[config.mk]
export PLATFORM = sky130hd
export DESIGN_NAME = csc_ctrl
export DESIGN_NICKNAME = d
export VERILOG_FILES = /design/src/hw/rtl/checked_stack_calculator_assert.svh /design/src/hw/rtl/csc_pkg.sv /design/src/hw/rtl/csc_ctrl.sv
export SDC_FILE = /design/constraint.sdc
export NUM_CORES = 1
export LEC_CHECK = 0
export ABC_AREA = 1
export BUFFER_PORTS_ARGS = -buffer_cell sky130_fd_sc_hd__buf_2
export CAP_MARGIN = 15
export CORE_AREA = 2 2 39 41
export CTS_CLUSTER_DIAMETER = 150
export DETAILED_ROUTE_END_ITERATION = 8
export DIE_AREA = 0 0 41 43
export PLACE_DENSITY = 0.49
export RECOVER_POWER = 100
export SLEW_MARGIN = 30
export SYNTH_ARGS = -nofsm -noshare
export SYNTH_HDL_FRONTEND = slang
export SYNTH_SLANG_ARGS = --single-unit
export TNS_END_PERCENT = 20
[constraint.sdc]
create_clock -name clk_i -period 2.5 [get_ports clk_i]
set_clock_uncertainty 0.05 [all_clocks]
set_input_delay 0.25 -clock clk_i [delete_from_list [all_inputs] [get_ports clk_i]]
set_output_delay 0.25 -clock clk_i [all_outputs]
set_load 0.1 [all_outputs]
[src/hw/rtl/checked_stack_calculator_assert.svh]
// assertion macros for the stack calculator
`ifndef CHECKED_STACK_CALCULATOR_ASSERT_SVH
`define CHECKED_STACK_CALCULATOR_ASSERT_SVH
`ifndef SYNTHESIS
`define CSC_ASSERT(label, clk, rst_n, prop, msg) \
  label: assert property (@(posedge clk) disable iff (!rst_n) prop) else $error(msg);
`define CSC_ASSERT_RST(label, clk, prop, msg) \
  label: assert property (@(posedge clk) prop) else $error(msg);
`else
`define CSC_ASSERT(label, clk, rst_n, prop, msg)
`define CSC_ASSERT_RST(label, clk, prop, msg)
`endif
`endif

[src/hw/rtl/csc_pkg.sv]
// shared types and codes for the stack calculator
package csc_pkg;
  localparam int unsigned DataW = 64;

  typedef enum logic [3:0] {
    OP_NOP = 4'd0, OP_POP = 4'd1, OP_PUSHL = 4'd2, OP_PUSHV = 4'd3, OP_PEEK = 4'd4,
    OP_ABS = 4'd5, OP_ADD = 4'd6, OP_SUB = 4'd7, OP_DIV = 4'd8, OP_MUL = 4'd9,
    OP_PRINT = 4'd10
  } op_e;

  typedef enum logic [2:0] {
    ST_OK = 3'd0, ST_UNDER = 3'd1, ST_OVER = 3'd2, ST_DIVZ = 3'd3, ST_FULL = 3'd4,
    ST_BADOP = 3'd5
  } status_e;

  // controller to datapath
  typedef struct packed {
    logic load;     // capture command, start operand reads
    logic rd_top;   // register top/second operands
    logic start;    // evaluate / start iterative unit
    logic commit;   // write back and present result
  } dp_cmd_t;

  // datapath to controller
  typedef struct packed {
    logic busy;     // iterative unit running
  } dp_sts_t;
endpackage

[src/hw/rtl/csc_ctrl.sv]
// command sequencing state machine
module csc_ctrl import csc_pkg::*; (
  input  logic    clk_i,
  input  logic    rst_ni,
  input  logic    in_valid_i,
  output logic    in_stall_o,
  output logic    out_valid_o,
  input  logic    out_stall_i,
  input  dp_sts_t sts_i,
  output dp_cmd_t cmd_o
);
  typedef enum logic [5:0] {
    S_IDLE = 6'b000001, S_RD = 6'b000010, S_OPND = 6'b000100,
    S_RUN = 6'b001000, S_WB = 6'b010000, S_OUT = 6'b100000
  } state_e;

  state_e state_q, state_d;
  logic   ov_q, ov_d;

  // accept when idle and the output slot can take the result
  assign in_stall_o  = (state_q != S_IDLE) || (ov_q && out_stall_i);
  assign out_valid_o = ov_q;

  always_comb begin
    state_d = state_q;
    ov_d    = ov_q && out_stall_i;
    cmd_o   = '0;
    case (state_q)
      S_IDLE: begin
        if (in_valid_i && !in_stall_o) begin
          cmd_o.load = 1'b1;
          state_d    = S_RD;
        end
      end
      S_RD: begin
        cmd_o.rd_top = 1'b1;
        state_d      = S_OPND;
      end
      S_OPND: begin
        cmd_o.start = 1'b1;
        state_d     = S_RUN;
      end
      S_RUN: begin
        if (!sts_i.busy) state_d = S_WB;
      end
      S_WB: begin
        if (!(ov_q && out_stall_i)) begin
          cmd_o.commit = 1'b1;
          ov_d         = 1'b1;
          state_d      = S_OUT;
        end
      end
      S_OUT: begin
        state_d = S_IDLE;
      end
      default: state_d = S_IDLE;
    endcase
  end

  always_ff @(posedge clk_i or negedge rst_ni) begin
    if (!rst_ni) begin
      state_q <= S_IDLE;
      ov_q    <= 1'b0;
    end else begin
      state_q <= state_d;
      ov_q    <= ov_d;
    end
  end
endmodule

# Yosys cells after proc, flatten, opt, wreduce, memory -nomap -nowiden
# Cells that the tools add are included.
dict set report totals {
  reg_bits 7
  input_bits 5
  ramBits 0
  mem_bits_ro 0
  memories 0
  latchBits 0
}
dict set report classes {
  n_shift 0
  eq_ne 9
  muxes 11
  addsub 0
  n_reduce_logical 5
  n_lt_le_gt_ge 0
  bitwise_logic 0
  multipliers 0
  div 0
}
# cell count
set op_table {}
lappend op_table {{6-bit one-hot mux with 5 select lines} 1}
lappend op_table {{6-bit 2-to-1 mux} 3}
lappend op_table {{1-bit 2-to-1 mux} 7}
lappend op_table {{6-bit by 1-bit == test with 1-bit output, second input constant} 1}
lappend op_table {{6-bit by 2-bit == test with 1-bit output, second input constant} 1}
lappend op_table {{6-bit by 3-bit == test with 1-bit output, second input constant} 1}
lappend op_table {{6-bit by 4-bit == test with 1-bit output, second input constant} 1}
lappend op_table {{6-bit by 5-bit == test with 1-bit output, second input constant} 1}
lappend op_table {{2-bit != test, second input constant} 3}
lappend op_table {{6-bit by 1-bit != test with 1-bit output, second input constant} 1}
lappend op_table {{3-bit AND reduction} 1}
lappend op_table {{1-bit logical AND} 2}
lappend op_table {{1-bit zero test} 1}
lappend op_table {{1-bit logical OR} 1}

# Logic depth before layout (Yosys ltp)
# Gate-level depths: netlist (run 1).
dict set report depth {
  ltp_word 6
  depth_mapped 8
}

# Worst setup path after synthesis (run 1)
# Ideal clock, no wire load.
dict set report synth_timing {
  path_type {register -> output}
  from {reg ov_q, in the netlist out_valid_o}
  to {out cmd_o[0] (netlist name)}
  arrival_time_ns 2.339
  setup_slack_ns -0.139
  required_time_ns 2.200
  stages_incl_launch_ff 4
  path_cell_list {dfrtp_1 > nand2_4 > inv_1 > nor2_1}
}
# item line_no
set synth_lines {}
lappend synth_lines {{start: declaration} csc_ctrl.sv:18} ;# logic ov_q, ov_d;
lappend synth_lines {{start signal: assignment} csc_ctrl.sv:66} ;# ov_q <= ov_d;
lappend synth_lines {{end: declaration} csc_ctrl.sv:10} ;# output dp_cmd_t cmd_o

==> flow_summary.yaml, run 1 <==
place:
  dp.cells: 73
  dp_hpwl_um: 576
  pre_cts_ws_ns: 0.833
  numPortBuffers: 10
  gp_congestion: 0.678
global_routing:
  grt_pass1_vias: 322
  grtUsageTotal: 0.118
  antenna_found_initial: 0
  grt_pass1_wl_um: 1370
  grt_max_degree: 8
  grt_overflow_total: 0
critical_path:
  reg2regPathDepth: 8
  endpoint: "cmd_o[3]"
  crit_type: "flip-flop to output port"
  reg2reg_from: "state_q[5]"
  end_kind: "output port"
  critPathArrivalTime_ns: 1.83
  critPathRequiredTime_ns: 2.20
  cpPeakStageDelay_ns: 0.44
  crit_buf_inv: 2
  path_cells: "nor2_1, nand2_1, nor2_8, nand3_4, inv_1, clkbuf_2"
  reg2reg_to: "state_q[4]"
  r2r_slack_ns: 1.07
  cp_max_fo: 4
  crit_cells: 6
  path_delay_family: "simple AND/OR/NAND/NOR gates"
  crit_slowest_cell: "clkbuf_2"
  start_kind: "flip-flop"
  cp-startpoint: "state_q[5]"
routing:
  routed_wl_um: 750
  drtPass1Iterations: 2
  avgRoutedWirePerCell_um: 9.62
  wl_met2_um: 383
  ant_nets: 0
  topRoutingLayerUsed: "met3"
  viasPerCell: 4.32
  wl_met1_um: 343
  drt_iter0_drc: 4
  vias: 337
  drcViolationCount: 0
  met3_length_um: 23
logic_synthesis:
  syn_inst: 47
  syn-num-nets: 52
  synth_seq_cells: 7
  synthTopCellsByArea: "dfrtp_1 (37%), inv_1 (7.4%), nand2_1 (7.4%)"
  async_reset_ff_frac: 1.00
  syn_avg_cell_area_um2: 8.65
  synth_area_um2: 407
  ys_seq_area_frac: 0.434
  yosys.area.top_type: "dfrtp_1"
  netlist_top_cells_count: "inv_1 (8), nand2_1 (8), dfrtp_1 (6), nor2_1 (6), nand3_1 (4)"
  yosysWarnings: 0
  synth_top_cell_area_share: 0.369
  synth_edf_count: 0
  yosys.cell_types.count: 16
  ys.flop_type: "dfrtp_1"
clocking:
  root_buffer: "clkbuf_4"
  ctsHoldBuffers: 1
  tritoncts: "built"
  ctsResizeCount: 0
  clk_latency_ns: 0.25
  clockBufferDepth: 2
  clk_pin_slew_ns: 0.05
  h-tree-depth: 1
  numCtsBuffers: 3
  cts_setup_buffers: 0
  numClockSinks: 7
power_and_ir_drop:
  leakagePower_nw: 0.313
  p_sw_w: 0.000357
  cellInternalPower_w: 0.000283
  power.density_nw_per_um2: 1290
  irDropWorstVdd_v: 0.000748
  seqPwrFrac: 0.242
  p_sw_frac: 0.558
  pwr-share-clk: 0.163
  power.share.combinational: 0.595
sta:
  finalHoldViolCount: 0
  setup_slack_ns: 0.370
  rsz0062_at_grt: "no"
  fmax_mhz: 470
  worst_slew_pin_slew_ns: 1.16
  layout_worst_path_cycle_share: 0.852
  maxSlewHeadroom: 0.228
  fin_crit_ns: 2.13
  setup_viol: 0
  slew_violations: 0
  fin_setup_tns_ns: 0
floorplan:
  start_util: 0.294
  rows: 14
  dieArea_um2: 1760
  ios: 11
  die_h_um: 43
  die_w_um: 41
  core-area_um2: 1380
flow_run:
  maxCapViolCount: 0
hold_path:
  hp-class: "primary input to flip-flop"
status:
  run_status: "completed"
final_layout:
  nets: 68
  final_util: 0.358
  finalNonFillerCells: 78
  drive_gt1_frac: 0.274
  fill_cells: 141
  n_antenna_cell: 0
  syn_to_final_growth_pct: 21.8
[routing by layer]
metal  vias up  global-route usage
met4         0               0.100
met3         0              0.0157
met1       150               0.152
met5         -                   0
li1        180                   -
met2         7               0.166
[logic make-up after synthesis]
group / synth area share
AND/OR/NAND/NOR: 0.458
buffers and inverters: 0.0831
flip-flops: 0.434
AO/OA/AOI/OAI: 0.0246
[flip-flops by register name, indices dropped and copies added (netlist names)]
name         count
out_valid_o      1
state_q          6
[how the worst min path moves through the flow]
| stage | from | to | cells after the start |
|---|---|---|---|
| after detailed placement | rst_ni | out_valid_o | 1 |
| after CTS | in_valid_i | state_q[1] | 3 |
| final | in_valid_i | state_q[1] | 3 |
| after floorplan | rst_ni | out_valid_o | 0 |
| after global placement | rst_ni | out_valid_o | 1 |
| after global routing | in_valid_i | state_q[1] | 3 |
[power by group through the flow]
stage	clock, W	sequential (W)	combinational [W]
floorplan	0	0.000159	0.000344
global placement	0	0.000159	0.000398
detailed placement	0	0.000160	0.000395
CTS	0.000107	0.000158	0.000397
global route	0.000121	0.000161	0.000407
finish	0.000104	0.000155	0.000381
[layout make-up]
class	instances	area (um2)	area share
Clock buffer	4	26.3	0.0530
Tap cell	16	20.0	0.0404
Inverter	9	33.8	0.0682
Timing Repair Buffer	11	57.6	0.116
Multi-Input combinational cell	31	181	0.366
Sequential cell	7	176	0.356
[worst register-to-register path: stages, from the launching register on]
cell and delay (ns):
dfrtp_1 0.37, nor2_1 0.23, nand2_1 0.23, nor2_8 0.16, inv_1 0.06, nand3_1 0.07, nand2_1 0.05, nand2_1 0.05
nand2_1 0.04
[metrics by stage]
| stage | hold WS (ns) | cell area (um2) | power [W] |
|---|---|---|---|
| 6_report | 0.208 | 495 | 0.000641 |
| 5_1_grt | 0.206 | 495 | 0.000688 |
| 4_1_cts | 0.207 | 515 | 0.000662 |
| 3_5_place_dp | 0.0446 | 479 | 0.000555 |
| 3_3_place_gp | 0.0443 | 479 | 0.000557 |
| 2_1_floorplan | -0.0956 | 409 | 0.000503 |
[cell usage in the layout, fill, tap and decap left out]
cell           synthesis  routed
dlygate4sd3_1          0       1
o21ai_1                1       1
dfrtp_1                6       6
buf_2                  0       3
dfstp_2                1       1
nand3_4                1       1
nor2_4                 2       1
clkbuf_1               0       3
nor2_8                 1       1
nand4_1                3       3
nor2_2                 1       1
nand2_1                8       9
or2_1                  1       1
nor2_1                 6       7
clkbuf_4               0       3
o21ai_0                1       1
nand2_4                2       1
clkbuf_2               0       5
nand3_1                4       4
inv_1                  8       9
Power figures use the tool's default switching activity.
==> run 2: changes to the inputs <==
==> constraint.sdc (replaced) <==
create_clock -name clk_i -period 2.5 [get_ports clk_i]
set_clock_uncertainty 0.05 [all_clocks]
set_input_delay 0.5 -clock clk_i [delete_from_list [all_inputs] [get_ports clk_i]]
set_output_delay 0.5 -clock clk_i [all_outputs]
set_load 0.1 [all_outputs]
==> flow_summary.yaml, run 2 (synthesis results as in run 1) <==
clocking:
  clk_latency_ns: 0.25
  ctsResizeCount: 0
  numClockSinks: 7
  clockBufferDepth: 2
  clk_pin_slew_ns: 0.05
  ctsHoldBuffers: 0
  h-tree-depth: 1
  tritoncts: "built"
  numCtsBuffers: 3
  root_buffer: "clkbuf_4"
  cts_setup_buffers: 0
critical_path:
  reg2regPathDepth: 6
  reg2reg_to: "state_q[4]"
  end_kind: "output port"
  crit_type: "flip-flop to output port"
  cp_max_fo: 5
  path_delay_family: "simple AND/OR/NAND/NOR gates"
  critPathRequiredTime_ns: 1.95
  reg2reg_from: "state_q[1]"
  crit_slowest_cell: "clkbuf_2"
  r2r_slack_ns: 1.25
  critPathArrivalTime_ns: 1.71
  crit_buf_inv: 1
  start_kind: "flip-flop"
  cpPeakStageDelay_ns: 0.46
  path_cells: "nor2_1, nand3_1, nor2_2, clkbuf_2"
sta:
  layout_worst_path_cycle_share: 0.906
  setup_viol: 0
  setup_slack_ns: 0.235
  fmax_mhz: 442
  hold_slack_ns: 0.0858
  rsz0062_at_grt: "no"
  fin_crit_ns: 2.26
  fin_setup_tns_ns: 0
  finalHoldViolCount: 0
  worst_slew_pin_slew_ns: 1.16
  maxSlewHeadroom: 0.228
  slew_violations: 0
final_layout:
  syn_to_final_growth_pct: 23.1
  largest_reg_flops: 6
  multi_input_comb_area_um2: 196
  n_antenna_cell: 0
  ff_latch_area_um2: 176
  largest-register: "state_q"
  nets: 67
  finalNonFillerCells: 77
  drive_gt1_frac: 0.328
  layout.cells.most_common_list: "inv_1 (8), nand2_1 (8), nor2_1 (6), dfrtp_1 (6), clkbuf_2 (5)"
  fill_cells: 140
place:
  numPortBuffers: 10
  pre_cts_ws_ns: 0.583
  dp.cells: 73
  dp_hpwl_um: 576
  gp_congestion: 0.678
power_and_ir_drop:
  p_sw_w: 0.000361
  cellInternalPower_w: 0.000286
  power.share.combinational: 0.598
  irDropWorstVdd_v: 0.000750
  leakagePower_nw: 0.312
  pwr-share-clk: 0.162
  seqPwrFrac: 0.240
  power.density_nw_per_um2: 1290
  p_sw_frac: 0.558
  p_total_w: 0.000647
status:
  run_status: "completed"
global_routing:
  grtUsageTotal: 0.114
  grt_overflow_total: 0
  grt_pass1_vias: 312
  grt_pass1_wl_um: 1320
  antenna_found_initial: 0
  grt_max_degree: 8
routing:
  routed_wl_um: 721
  ant_nets: 0
  drcViolationCount: 0
  vias: 330
  drtPass1Iterations: 2
  avgRoutedWirePerCell_um: 9.36
  viasPerCell: 4.29
  drt_iter0_drc: 4
floorplan:
  core-area_um2: 1380
  die_w_um: 41
  start_util: 0.294
  die_h_um: 43
  rows: 14
  dieArea_um2: 1760
  ios: 11
hold_path:
  hp-class: "primary input to async pin"
flow_run:
  maxCapViolCount: 0
run 2: layer usage:
metal,GRT usage,vias up,part of all wire
met2,0.153,7,0.49
met5,0,-,0
met4,0.100,0,0
li1,-,176,-
met1,0.152,147,0.48
met3,0.0157,0,0.029
run 2: how the worst max path moves through the flow:
| stage | startpoint | depth (start not counted) | endpoint |
|---|---|---|---|
| after floorplan | state_q[2] | 3 | cmd_o[2] |
| after global placement | state_q[0] | 5 | cmd_o[3] |
| after detailed placement | state_q[0] | 5 | cmd_o[3] |
| after CTS | state_q[0] | 5 | cmd_o[3] |
| after global routing | state_q[1] | 4 | cmd_o[0] |
| final | state_q[1] | 4 | cmd_o[0] |
run 2: power by group through the flow:
| stage | clock network, W | registers, W | logic, W |
|---|---|---|---|
| after floorplan | 0 | 0.000159 | 0.000344 |
| after global placement | 0 | 0.000159 | 0.000398 |
| after detailed placement | 0 | 0.000160 | 0.000395 |
| after CTS | 0.000107 | 0.000158 | 0.000396 |
| after global routing | 0.000121 | 0.000161 | 0.000413 |
| final | 0.000105 | 0.000156 | 0.000387 |
run 2: metrics by stage:
stage	cell area (um2)	util
final	500	0.362
after global routing	500	0.362
after CTS	505	0.365
after detailed placement	479	0.346
after global placement	479	0.346
after floorplan	409	-
run 2: cell type report:
class / count / share of cell area
Clock buffer: 4 / 0.0525
Tap cell: 16 / 0.0400
Sequential cell: 7 / 0.352
Timing Repair Buffer: 10 / 0.0950
Inverter: 9 / 0.0675
Multi-Input combinational cell: 31 / 0.392
